===== src/design/itds_pkg.sv =====
package itds_pkg;

	// fixed field widths of the channels
	localparam int VALUE_BITS_W = 32;
	localparam int LEN_W = 8;
	localparam int CHAR_W = 8;

	// default conversion width and the widest supported digit count
	localparam int VALUE_WIDTH_DEF = 32;
	localparam int MAX_DIGITS = 20;
	localparam int DCNT_W = $clog2(MAX_DIGITS + 1);

	localparam logic [CHAR_W-1:0] CH_ZERO = 8'h30;
	localparam logic [CHAR_W-1:0] CH_MINUS = 8'h2D;
	localparam logic [CHAR_W-1:0] CH_NUL = 8'h00;

	typedef struct packed {
		logic [VALUE_BITS_W-1:0] value_bits;
		logic signed_mode;
		logic [LEN_W-1:0] buffer_length;
	} itds_in_t;

	typedef struct packed {
		logic [CHAR_W-1:0] character;
		logic last;
		logic ok;
	} itds_out_t;

	// what the front hands the back along with the bcd digits
	typedef struct packed {
		logic neg;
		logic ok;
		logic [DCNT_W-1:0] ndig;
	} itds_ctrl_t;

	// decimal digits of the largest w-bit value (1233/4096 ~ log10 2)
	function automatic int num_digits(input int w);
		return ((w * 1233) >> 12) + 1;
	endfunction

endpackage


===== src/design/integer_to_decimal_string.sv =====
// binary to decimal text converter
// req channel: one beat carries a value, a signed/unsigned mode and the buffer
//   length; the converter answers with a run of rsp beats, one character each,
//   most significant digit first, with a leading '-' for negative signed values
//   and a NUL terminator marked last; if sign, digits and terminator do not fit
//   the buffer the run is a single NUL beat with last set and ok clear
// path: the front captures a req beat and converts it, pushes the result into
//   the queue; the back pops it and sends the characters from a register
// flow: the front takes no new req beat until the last one is converted and
//   pushed, its double-dabble unit shifting two bits per cycle; the back emits
//   one character per cycle while rsp_stall is low, after loading each run
// a two-entry queue sits between front and back so a stalled output does not
//   hold up conversion until the queue fills
// reset: all control state clears, no run is in progress, req_stall is low
// rsp_stall: the output register holds its beat; the back and then the queue
//   and the front fill up and req_stall rises
module integer_to_decimal_string #(
	parameter int VALUE_WIDTH = itds_pkg::VALUE_WIDTH_DEF
) (
	input  logic clk,
	input  logic arst_n,
	input  logic req_valid,
	output logic req_stall,
	input  itds_pkg::itds_in_t req,
	output logic rsp_valid,
	input  logic rsp_stall,
	output itds_pkg::itds_out_t rsp
);

	localparam int NDIG = itds_pkg::num_digits(VALUE_WIDTH);
	localparam int BCD_W = NDIG * 4;
	localparam int CTRL_W = $bits(itds_pkg::itds_ctrl_t);
	localparam int ENTRY_W = BCD_W + CTRL_W;

	// front to queue
	logic push;
	logic full;
	logic [BCD_W-1:0] push_digits;
	itds_pkg::itds_ctrl_t push_ctrl;

	// queue to back
	logic pop;
	logic empty;
	logic [ENTRY_W-1:0] pop_data;
	itds_pkg::itds_ctrl_t pop_ctrl;
	logic [BCD_W-1:0] pop_digits;

	assign pop_ctrl = pop_data[ENTRY_W-1:BCD_W];
	assign pop_digits = pop_data[BCD_W-1:0];

	// sign handling, bcd conversion, digit count and buffer check
	itds_front #(
		.VALUE_WIDTH(VALUE_WIDTH)
	) u_front (
		.clk(clk),
		.arst_n(arst_n),
		.req_valid(req_valid),
		.req_stall(req_stall),
		.req(req),
		.push(push),
		.push_digits(push_digits),
		.push_ctrl(push_ctrl),
		.full(full)
	);

	// classified conversions waiting for the serializer
	itds_queue #(
		.WIDTH(ENTRY_W)
	) u_queue (
		.clk(clk),
		.arst_n(arst_n),
		.push(push),
		.push_data({push_ctrl, push_digits}),
		.full(full),
		.pop(pop),
		.pop_data(pop_data),
		.empty(empty)
	);

	// character serializer with registered output
	itds_back #(
		.VALUE_WIDTH(VALUE_WIDTH)
	) u_back (
		.clk(clk),
		.arst_n(arst_n),
		.empty(empty),
		.pop(pop),
		.pop_digits(pop_digits),
		.pop_ctrl(pop_ctrl),
		.rsp_valid(rsp_valid),
		.rsp_stall(rsp_stall),
		.rsp(rsp)
	);

endmodule


===== src/design/itds_front.sv =====
module itds_front #(
	parameter int VALUE_WIDTH = itds_pkg::VALUE_WIDTH_DEF
) (
	input  logic clk,
	input  logic arst_n,
	input  logic req_valid,
	output logic req_stall,
	input  itds_pkg::itds_in_t req,
	output logic push,
	output logic [itds_pkg::num_digits(VALUE_WIDTH)*4-1:0] push_digits,
	output itds_pkg::itds_ctrl_t push_ctrl,
	input  logic full
);

	localparam int NDIG = itds_pkg::num_digits(VALUE_WIDTH);
	localparam int BCD_W = NDIG * 4;
	localparam int MAG_W = VALUE_WIDTH + (VALUE_WIDTH % 2);
	localparam int STEPS = MAG_W / 2;
	localparam int STEP_W = $clog2(STEPS);

	typedef enum logic [2:0] {
		F_IDLE = 3'b001,
		F_CONV = 3'b010,
		F_PUSH = 3'b100
	} itds_fstate_t;

	itds_fstate_t state_q;
	logic [STEP_W-1:0] step_q;
	logic [MAG_W-1:0] mag_q;
	logic [BCD_W-1:0] bcd_q;
	logic neg_q;
	logic [itds_pkg::LEN_W-1:0] len_q;

	logic [VALUE_WIDTH-1:0] val;
	logic [VALUE_WIDTH-1:0] mag;
	logic neg;
	logic [MAG_W-1:0] mag_n;
	logic [BCD_W-1:0] bcd_n;
	logic [itds_pkg::DCNT_W-1:0] nd;
	logic [itds_pkg::LEN_W-1:0] needed;
	logic fits;

	generate
		if (VALUE_WIDTH <= itds_pkg::VALUE_BITS_W) begin : g_trunc
			assign val = req.value_bits[VALUE_WIDTH-1:0];
		end else begin : g_ext
			assign val = {{(VALUE_WIDTH - itds_pkg::VALUE_BITS_W){1'b0}}, req.value_bits};
		end
	endgenerate

	// magnitude; the most negative value negates to itself, read unsigned
	assign neg = req.signed_mode & val[VALUE_WIDTH-1];
	assign mag = neg ? (~val + 1'b1) : val;

	// two shift-add-3 steps per cycle
	always_comb begin
		bcd_n = bcd_q;
		mag_n = mag_q;
		for (int s = 0; s < 2; s++) begin
			for (int d = 0; d < NDIG; d++) begin
				if (bcd_n[d*4 +: 4] >= 4'd5) begin
					bcd_n[d*4 +: 4] = bcd_n[d*4 +: 4] + 4'd3;
				end
			end
			bcd_n = {bcd_n[BCD_W-2:0], mag_n[MAG_W-1]};
			mag_n = {mag_n[MAG_W-2:0], 1'b0};
		end
	end

	// digit count from the highest nonzero digit, zero counts as one digit
	always_comb begin
		nd = itds_pkg::DCNT_W'(1);
		for (int d = 1; d < NDIG; d++) begin
			if (bcd_q[d*4 +: 4] != 4'd0) begin
				nd = itds_pkg::DCNT_W'(d + 1);
			end
		end
	end

	assign needed = itds_pkg::LEN_W'(nd) + itds_pkg::LEN_W'(neg_q) + itds_pkg::LEN_W'(1);
	assign fits = (len_q >= needed);

	assign req_stall = (state_q != F_IDLE);
	assign push = (state_q == F_PUSH) && !full;
	assign push_digits = bcd_q;
	assign push_ctrl = '{neg: neg_q, ok: fits, ndig: nd};

	always_ff @(posedge clk or negedge arst_n) begin
		if (!arst_n) begin
			state_q <= F_IDLE;
			step_q <= '0;
		end else begin
			unique case (state_q)
				F_IDLE: begin
					if (req_valid) begin
						state_q <= F_CONV;
						step_q <= '0;
					end
				end
				F_CONV: begin
					step_q <= step_q + 1'b1;
					if (step_q == STEP_W'(STEPS - 1)) begin
						state_q <= F_PUSH;
					end
				end
				F_PUSH: begin
					if (!full) begin
						state_q <= F_IDLE;
					end
				end
				default: state_q <= F_IDLE;
			endcase
		end
	end

	always_ff @(posedge clk) begin
		if (state_q == F_IDLE && req_valid) begin
			mag_q <= MAG_W'(mag);
			bcd_q <= '0;
			neg_q <= neg;
			len_q <= req.buffer_length;
		end else if (state_q == F_CONV) begin
			mag_q <= mag_n;
			bcd_q <= bcd_n;
		end
	end

endmodule


===== src/design/itds_queue.sv =====
module itds_queue #(
	parameter int WIDTH = 8
) (
	input  logic clk,
	input  logic arst_n,
	input  logic push,
	input  logic [WIDTH-1:0] push_data,
	output logic full,
	input  logic pop,
	output logic [WIDTH-1:0] pop_data,
	output logic empty
);

	// two entries
	logic [WIDTH-1:0] mem_q [2];
	logic wr_q;
	logic rd_q;
	logic [1:0] cnt_q;
	logic do_push;
	logic do_pop;

	assign full = (cnt_q == 2'd2);
	assign empty = (cnt_q == 2'd0);
	assign do_push = push && !full;
	assign do_pop = pop && !empty;
	assign pop_data = mem_q[rd_q];

	always_ff @(posedge clk or negedge arst_n) begin
		if (!arst_n) begin
			wr_q <= 1'b0;
			rd_q <= 1'b0;
			cnt_q <= 2'd0;
		end else begin
			if (do_push) begin
				wr_q <= ~wr_q;
			end
			if (do_pop) begin
				rd_q <= ~rd_q;
			end
			if (do_push && !do_pop) begin
				cnt_q <= cnt_q + 2'd1;
			end else if (do_pop && !do_push) begin
				cnt_q <= cnt_q - 2'd1;
			end
		end
	end

	always_ff @(posedge clk) begin
		if (do_push) begin
			mem_q[wr_q] <= push_data;
		end
	end

endmodule


===== src/design/itds_back.sv =====
module itds_back #(
	parameter int VALUE_WIDTH = itds_pkg::VALUE_WIDTH_DEF
) (
	input  logic clk,
	input  logic arst_n,
	input  logic empty,
	output logic pop,
	input  logic [itds_pkg::num_digits(VALUE_WIDTH)*4-1:0] pop_digits,
	input  itds_pkg::itds_ctrl_t pop_ctrl,
	output logic rsp_valid,
	input  logic rsp_stall,
	output itds_pkg::itds_out_t rsp
);

	localparam int NDIG = itds_pkg::num_digits(VALUE_WIDTH);
	localparam int BCD_W = NDIG * 4;
	localparam int IDX_W = $clog2(NDIG);

	typedef enum logic [4:0] {
		B_IDLE  = 5'b00001,
		B_SIGN  = 5'b00010,
		B_DIGIT = 5'b00100,
		B_TERM  = 5'b01000,
		B_FAIL  = 5'b10000
	} itds_bstate_t;

	itds_bstate_t state_q;
	logic [IDX_W-1:0] idx_q;
	logic [BCD_W-1:0] dig_q;
	logic rsp_valid_q;
	itds_pkg::itds_out_t rsp_q;

	logic advance;
	itds_pkg::itds_out_t rsp_n;
	logic [itds_pkg::DCNT_W-1:0] top_idx;

	assign advance = !rsp_valid_q || !rsp_stall;
	assign pop = (state_q == B_IDLE) && !empty;
	assign top_idx = pop_ctrl.ndig - 1'b1;
	assign rsp_valid = rsp_valid_q;
	assign rsp = rsp_q;

	always_comb begin
		unique case (state_q)
			B_SIGN:  rsp_n = '{character: itds_pkg::CH_MINUS, last: 1'b0, ok: 1'b1};
			B_DIGIT: rsp_n = '{character: itds_pkg::CH_ZERO + {4'h0, dig_q[idx_q*4 +: 4]},
				last: 1'b0, ok: 1'b1};
			B_TERM:  rsp_n = '{character: itds_pkg::CH_NUL, last: 1'b1, ok: 1'b1};
			B_FAIL:  rsp_n = '{character: itds_pkg::CH_NUL, last: 1'b1, ok: 1'b0};
			default: rsp_n = '{character: itds_pkg::CH_NUL, last: 1'b0, ok: 1'b0};
		endcase
	end

	always_ff @(posedge clk or negedge arst_n) begin
		if (!arst_n) begin
			state_q <= B_IDLE;
			idx_q <= '0;
			rsp_valid_q <= 1'b0;
		end else begin
			if (advance) begin
				rsp_valid_q <= (state_q != B_IDLE);
			end
			unique case (state_q)
				B_IDLE: begin
					if (!empty) begin
						idx_q <= IDX_W'(top_idx);
						if (!pop_ctrl.ok) begin
							state_q <= B_FAIL;
						end else if (pop_ctrl.neg) begin
							state_q <= B_SIGN;
						end else begin
							state_q <= B_DIGIT;
						end
					end
				end
				B_SIGN: begin
					if (advance) begin
						state_q <= B_DIGIT;
					end
				end
				B_DIGIT: begin
					if (advance) begin
						if (idx_q == '0) begin
							state_q <= B_TERM;
						end else begin
							idx_q <= idx_q - 1'b1;
						end
					end
				end
				B_TERM, B_FAIL: begin
					if (advance) begin
						state_q <= B_IDLE;
					end
				end
				default: state_q <= B_IDLE;
			endcase
		end
	end

	always_ff @(posedge clk) begin
		if (pop) begin
			dig_q <= pop_digits;
		end
		if (advance) begin
			rsp_q <= rsp_n;
		end
	end

endmodule

===== config.mk =====
export PLATFORM = sky130hd
export DESIGN_NAME = integer_to_decimal_string
export DESIGN_NICKNAME = d
export VERILOG_FILES = /design/src/design/itds_pkg.sv /design/src/design/integer_to_decimal_string.sv /design/src/design/itds_front.sv /design/src/design/itds_queue.sv /design/src/design/itds_back.sv
export SDC_FILE = /design/constraint.sdc
export NUM_CORES = 1
export LEC_CHECK = 0
export BUFFER_PORTS_ARGS = -buffer_cell sky130_fd_sc_hd__buf_2
export CORE_MARGIN = 2
export CORE_UTILIZATION = 40
export CTS_BUF_LIST = sky130_fd_sc_hd__clkbuf_8
export DETAILED_ROUTE_END_ITERATION = 8
export PLACE_DENSITY = 0.62
export SLEW_MARGIN = 0
export SYNTH_ARGS = -nofsm -noshare
export SYNTH_HDL_FRONTEND = slang
export SYNTH_SLANG_ARGS = --single-unit

===== constraint.sdc =====
create_clock -name clk -period 5.3 [get_ports clk]
set_input_delay 1.06 -clock clk [delete_from_list [all_inputs] [get_ports clk]]
set_output_delay 1.06 -clock clk [all_outputs]
set_load 0.03 [all_outputs]

Word-level counts from Yosys, hierarchy flattened
Memories as Yosys holds them, arrays and structs flattened.
Index checks and enable logic that the tools add are counted.
{"block": "totals", "input_bits": 45, "out_inout_bits": 12, "mem_count": 1, "ramBits": 92, "elab_cells": 182, "reg_bits": 152}
{"memory": "u_queue.mem_q", "depth": 2, "width": 46, "rd": 1, "rd_clocked_by_memory_dff": 0, "wr": 1, "line": "itds_queue.sv:15", "text": "logic [WIDTH-1:0] mem_q [2];"}
{"block": "op_classes", "eq_ne": 21, "bitwise": 4, "magnitude_cmp": 21, "mux": 55, "add_sub_neg": 29, "shift": 1, "reduce_logical": 34}
{"operator": "2-to-1 mux 4 bit", "n": 25}
{"operator": "2-to-1 mux 32 bit", "n": 3}
{"operator": ">= comparator 4 x 3 -> 1 bit, second input constant", "n": 20}
{"operator": "adder 4 x 2 -> 4 bit, second input constant", "n": 18}
{"operator": "case mux 10 bit (4 select lines)", "n": 1}
{"operator": "indexed part select 40 x 7 -> 4 bit", "n": 1}
{"operator": "nonzero test 4 bit", "n": 9}
{"operator": "adder 32 x 1 -> 32 bit, second input constant", "n": 1}
{"operator": "inverter 32 bit", "n": 1}
{"operator": "2-to-1 mux 3 bit", "n": 10}
{"operator": "2-to-1 mux 5 bit", "n": 6}
{"operator": "case mux 5 bit (4 select lines)", "n": 1}
{"operator": "case mux 4 bit (2 select lines)", "n": 2}
{"operator": "!= test 2 x 1 -> 1 bit, second input constant", "n": 5}
{"operator": "case mux 3 bit (3 select lines)", "n": 1}
{"operator": "adder 8 x 1 -> 8 bit, second input constant", "n": 1}
{"operator": ">= comparator 8 bit", "n": 1}
{"operator": "2-to-1 mux 2 bit", "n": 4}
{"operator": "!= test 2 bit, second input constant", "n": 4}
{"operator": "nonzero test 2 bit", "n": 4}
{"operator": "subtractor 4 x 1 -> 4 bit, second input constant", "n": 2}
{"operator": "adder 6 x 4 -> 7 bit, first input constant", "n": 1}
{"operator": "logical AND 1 bit", "n": 7}
{"operator": "adder 3 x 2 -> 3 bit, second input constant", "n": 2}
{"operator": "other kinds (28)", "n": 35}

Depth between registers and ports, before layout
{"block": "logic_depth", "depth_word": 13, "mapped_depth": 17, "ltp_nobuf": 17}

Hierarchy
From an unflattened synthesis, not the netlist that was laid out.
{"block": "hier_totals", "cells_unflattened": 1036, "hier_area_um2": 12414.4}
{"module": "itds_front", "cells_each": 718, "instances": 1, "area_per_inst_um2": 6209.7, "seq_area_each_um2": 2208.4}
{"module": "itds_queue", "cells_each": 165, "instances": 1, "area_per_inst_um2": 3667.3, "seq_area_each_um2": 2922.8}
{"module": "itds_back", "cells_each": 153, "instances": 1, "area_per_inst_um2": 2537.4, "seq_area_each_um2": 1692.9}

Worst setup path after synthesis
No wires, ideal clock.
{"block": "synth_path", "kind": "reg-to-reg", "start": "register u_queue.cnt_q[1]", "end": "memory u_queue.mem_q[0][0] (netlist name) (enable)", "setup_ns": 0.455, "stages_incl_launch_ff": 4, "synth_period_minus_slack_ns": 3.632, "path_buffers": 0, "arrival_ns": 3.177, "path_slack_ns": 1.668, "required_ns": 4.845, "cell_sequence": "dfrtp_1 nor2b_1 nor4b_1 nor2b_1"}
{"block": "synth_between", "elab_chain_cells": 6}
{"element": "start, declared", "line": "itds_queue.sv:18", "text": "logic [1:0] cnt_q;"}
{"element": "start signal, assigned", "line": "itds_queue.sv:41", "text": "cnt_q <= cnt_q + 2'd1;"}
{"element": "start signal, assigned", "line": "itds_queue.sv:43", "text": "cnt_q <= cnt_q - 2'd1;"}
{"element": "== test 2 bit (*)", "line": "itds_queue.sv:22", "text": "assign full = (cnt_q == 2'd2);"}
{"element": "logical NOT 1 bit (*)", "line": "itds_front.sv:84, itds_queue.sv:24"}
{"element": "logical AND 1 bit", "line": "itds_front.sv:84", "text": "assign push = (state_q == F_PUSH) && !full;"}
{"element": "logical AND 1 bit (*)", "line": "itds_queue.sv:24", "text": "assign do_push = push && !full;"}
{"element": "named net u_queue.do_push", "line": "itds_queue.sv:19", "text": "logic do_push;"}
{"element": "2-to-1 mux 1 bit (*)", "line": "itds_queue.sv:49", "text": "if (do_push) begin"}
{"element": "2-to-1 mux 1 bit (implied by the code) (*)", "line": "itds_queue.sv:50", "text": "mem_q[wr_q] <= push_data;"}
{"element": "end, declared", "line": "itds_queue.sv:15"}
The timed path passes the listed nets; every way through them passes the cells marked *.

==> metrics.yaml <==
route:
  ant_nets: 0
  routedWlPerCell_um: 15.64
  drcViolationCount: 0
  first_pass_iters: 5
  vias: 7837
  routed_wl_mm: 23.76
  drtIter0Drc: 394
  via_per_inst: 5.159
clock_tree:
  cts_setup_buffers: 0
  ctsResizeCount: 0
  hold_buffers: 0
  clock_sinks: 242
  cts.path.max_buffers: 3
  clk_latency_ps: 550
  clk_pin_slew_ps: 50
  clockRootBuffer: "clkbuf_8"
  h-tree-depth: 2
  cts_tree: "built"
  numCtsBuffers: 42
worst_setup_path:
  crit_arrival_ps: 4340
  cp_max_fo: 5
  path_cells: "inv_1 > ha_1 > nor3b_1 > o211ai_1 > a21oi_1 > o21ai_0 > a21oi_1 > ha_1 > ha_1 > ha_1 > xor2_1 > xnor2_1 > ha_1 > nor2b_1 > o21ai_0 > a21oi_1 > or4_1"
  critPathBufInv: 1
  path_common_cell: "ha_1"
  critPathSlowestCell: "or4_1"
  critPathKind: "flop to flop"
  end_kind: "flop"
  slowest_delay_ps: 420
  critical-path-top-delay-family: "adder cells"
  worstPathRequired_ps: 5570
  startpoint_type: "flop"
pwr:
  leakage_nw: 5.233
  seq_power_share_pct: 38.2
  p_int_mw: 5.073
  peakVddDrop_v: 0.0002695
  power_frac_clock_pct: 19.5
  power.density_nw_per_um2: 610.4
  swShare_pct: 38.60
  power_switching_mw: 3.189
  pwr-share-comb_pct: 42.2
sta:
  worst_pin_slew_ps: 1326
  fmax_mhz: 245.8
  fin_crit_ps: 4068
  setup_viol: 0
  hold_viol: 0
  setup_slack_ps: 1232
  maxSlewHeadroom_pct: 10.39
  finalClockSkew_ps: 28.77
  finalCritPeriodShare_pct: 76.76
  rsz0062_at_grt: "false"
  tns_ps: 0
  drv_slew: 0
synth:
  ys_seq_elements: 242
  synthCells: 1028
  syn_area_per_cell_um2: 11.71
  synth_edf_count: 181
  synth_ff_type: "edfxtp_1"
  yosysSeqAreaShare_pct: 56.17
  synth_area_um2: 12040
  synth.distinct_cells: 55
  synth_warnings: 0
  async_flop_share_pct: 8.678
final_layout:
  synthToLayoutAreaGrowth_pct: 12.40
  nFillCells: 2764
  drive_gt1_share_pct: 16.83
  final_nets: 1193
  diodes: 0
placed_design:
  dp_hpwl_mm: 16.03
  gp_congestion: 0.8015
  portBuffers: 54
  place_ws_ps: 1229
floorplanning:
  start_util_pct: 40.63
  rows: 63
  die_w_um: 177.5
  core_um2: 29640
  die_area_um2: 31510
  die_h_um: 177.5
  pin_count: 57
grt:
  grt_overflow: 0
  grt_pass1_wl_mm: 39.12
  grt_max_degree: 84
  grt_usage_pct: 15.61
  grt_pass1_vias: 7652
  antenna_found_initial: 0
hold_path:
  hold_path.class: "flop to flop"
flow_run:
  drv_cap: 0
status:
  status: "finished clean"
==> power by group through the flow <==
stage               logic, mW  clock network (mW)  registers (mW)
floorplan                2.74                   0            3.07
global placement         3.43                   0            3.18
detailed placement       3.50                   0            3.20
CTS                      3.52                1.66            3.16
global route             3.99                1.74            3.23
finish                   3.49                1.62            3.16
==> logic make-up after synthesis <==
family                   count (synthesis)  synth area share (%)
AND/OR/NAND/NOR                        275                 11.99
buffers and inverters                   96                 3.054
adder cells (fa/ha/maj)                 53                 5.507
AO/OA/AOI/OAI                          217                 10.55
multiplexers                            86                 8.530
flip-flops                             242                 56.17
XOR/XNOR                                57                 4.145
other                                    2               0.06236
==> per-layer routing <==
metal  global-route usage, %  routed length (um)  vias to the layer above
met1                   20.80               11300                     3708
met3                   2.699                 948                       41
met4                   5.089                 477                        0
li1                        -                   -                     3942
met2                   25.82               11040                      146
met5                       0                   0                        -
==> cell usage after synthesis, types with 9 or more instances <==
library cell	instances	share of area [%]
a31oi_1	11	0.57
a21oi_1	64	2.7
nor3b_1	26	1.6
clkbuf_1	31	0.97
nand2_1	67	2.1
ha_1	53	5.5
o21ai_0	85	3.5
mux2_2	53	5.0
a211oi_1	11	0.69
nor2_1	48	1.5
dfxtp_1	40	6.6
nand3_1	32	1.3
a21boi_0	9	0.56
a22o_1	9	0.65
xor2_1	21	1.5
inv_1	56	1.7
xnor2_1	36	2.6
mux2i_1	25	2.1
nor3_1	30	1.2
edfxtp_1	181	45
nand2b_1	28	1.5
dfrtp_1	19	3.9
==> registers in the layout, indices dropped and copies added (netlist names) <==
register	count
u_back.dig_q	40
u_back.idx_q	4
u_back.rsp	8
u_back.rsp_valid	1
u_back.state_q	5
u_front.len_q	8
u_front.mag_q	32
u_front.neg_q	1
u_front.push_digits	40
u_front.state_q	3
u_front.step_q	4
u_queue.cnt_q	2
u_queue.mem_q	92
u_queue.rd_q	1
u_queue.wr_q	1
==> layout by cell type (no fill, tap or decap), types with 18 or more instances in the layout <==
master / count
mux2i_1: 25
inv_1: 77
a21oi_1: 64
xnor2_1: 36
o21ai_0: 85
buf_2: 54
ha_1: 53
dfrtp_1: 18
edfxtp_1: 181
dfxtp_1: 40
nor3_1: 30
nor2_1: 47
mux2_2: 53
nand2b_1: 28
clkbuf_8: 48
nor3b_1: 26
xor2_1: 21
nand2_1: 66
nand3_1: 32
==> final cells by class <==
cell class / instances / area (um2) / share of cell area [%]
sequential: 242 / 6765 / 49.98
multi-input combinational: 691 / 4933 / 36.45
clock buffer: 48 / 660.6 / 4.880
tap: 390 / 488.0 / 3.605
timing repair buffer: 61 / 322.8 / 2.385
inverter: 57 / 214.0 / 1.581
clock inverter: 30 / 152.6 / 1.128
==> metrics by stage <==
stage          power (mW)  instances  utilization [%]  hold slack (ps)  instance area [um2]
2_1_floorplan       5.815       1029                -            442.2                12050
3_3_place_gp        6.612       1441            42.93            471.1                12720
3_5_place_dp        6.699       1441            42.93            478.0                12720
4_1_cts             8.345       1519            45.67            491.3                13540
5_1_grt             8.968       1519            45.67            512.1                13540
6_report            8.262       1519            45.67            494.0                13540
==> worst reg2reg max path, stage by stage, from the launching register on <==
cell	delay [ps]
dfxtp_1	340
inv_1	120
ha_1	210
nor3b_1	360
o211ai_1	150
a21oi_1	230
o21ai_0	110
a21oi_1	270
ha_1	220
ha_1	260
ha_1	230
xor2_1	150
xnor2_1	130
ha_1	260
nor2b_1	120
o21ai_0	140
a21oi_1	80
or4_1	420
==> final timing paths <==
kind | start | to | slack, ps | cells after the start
worst max-delay path | u_front.push_digits[5] | u_queue.mem_q[0][44] | 1230 | 17
worst min-delay path | u_front.push_digits[37] | u_queue.mem_q[1][37] | 490 | 0
worst max register to register | u_front.push_digits[5] | u_queue.mem_q[0][44] | 1230 | 17
worst min register to register | u_front.push_digits[37] | u_queue.mem_q[1][37] | 490 | 0
max in group asynchronous | arst_n | u_queue.rd_q | 4330 | 1
min in group asynchronous | arst_n | u_queue.rd_q | 530 | 1
No activity file was read; power rests on OpenSTA's default activity.
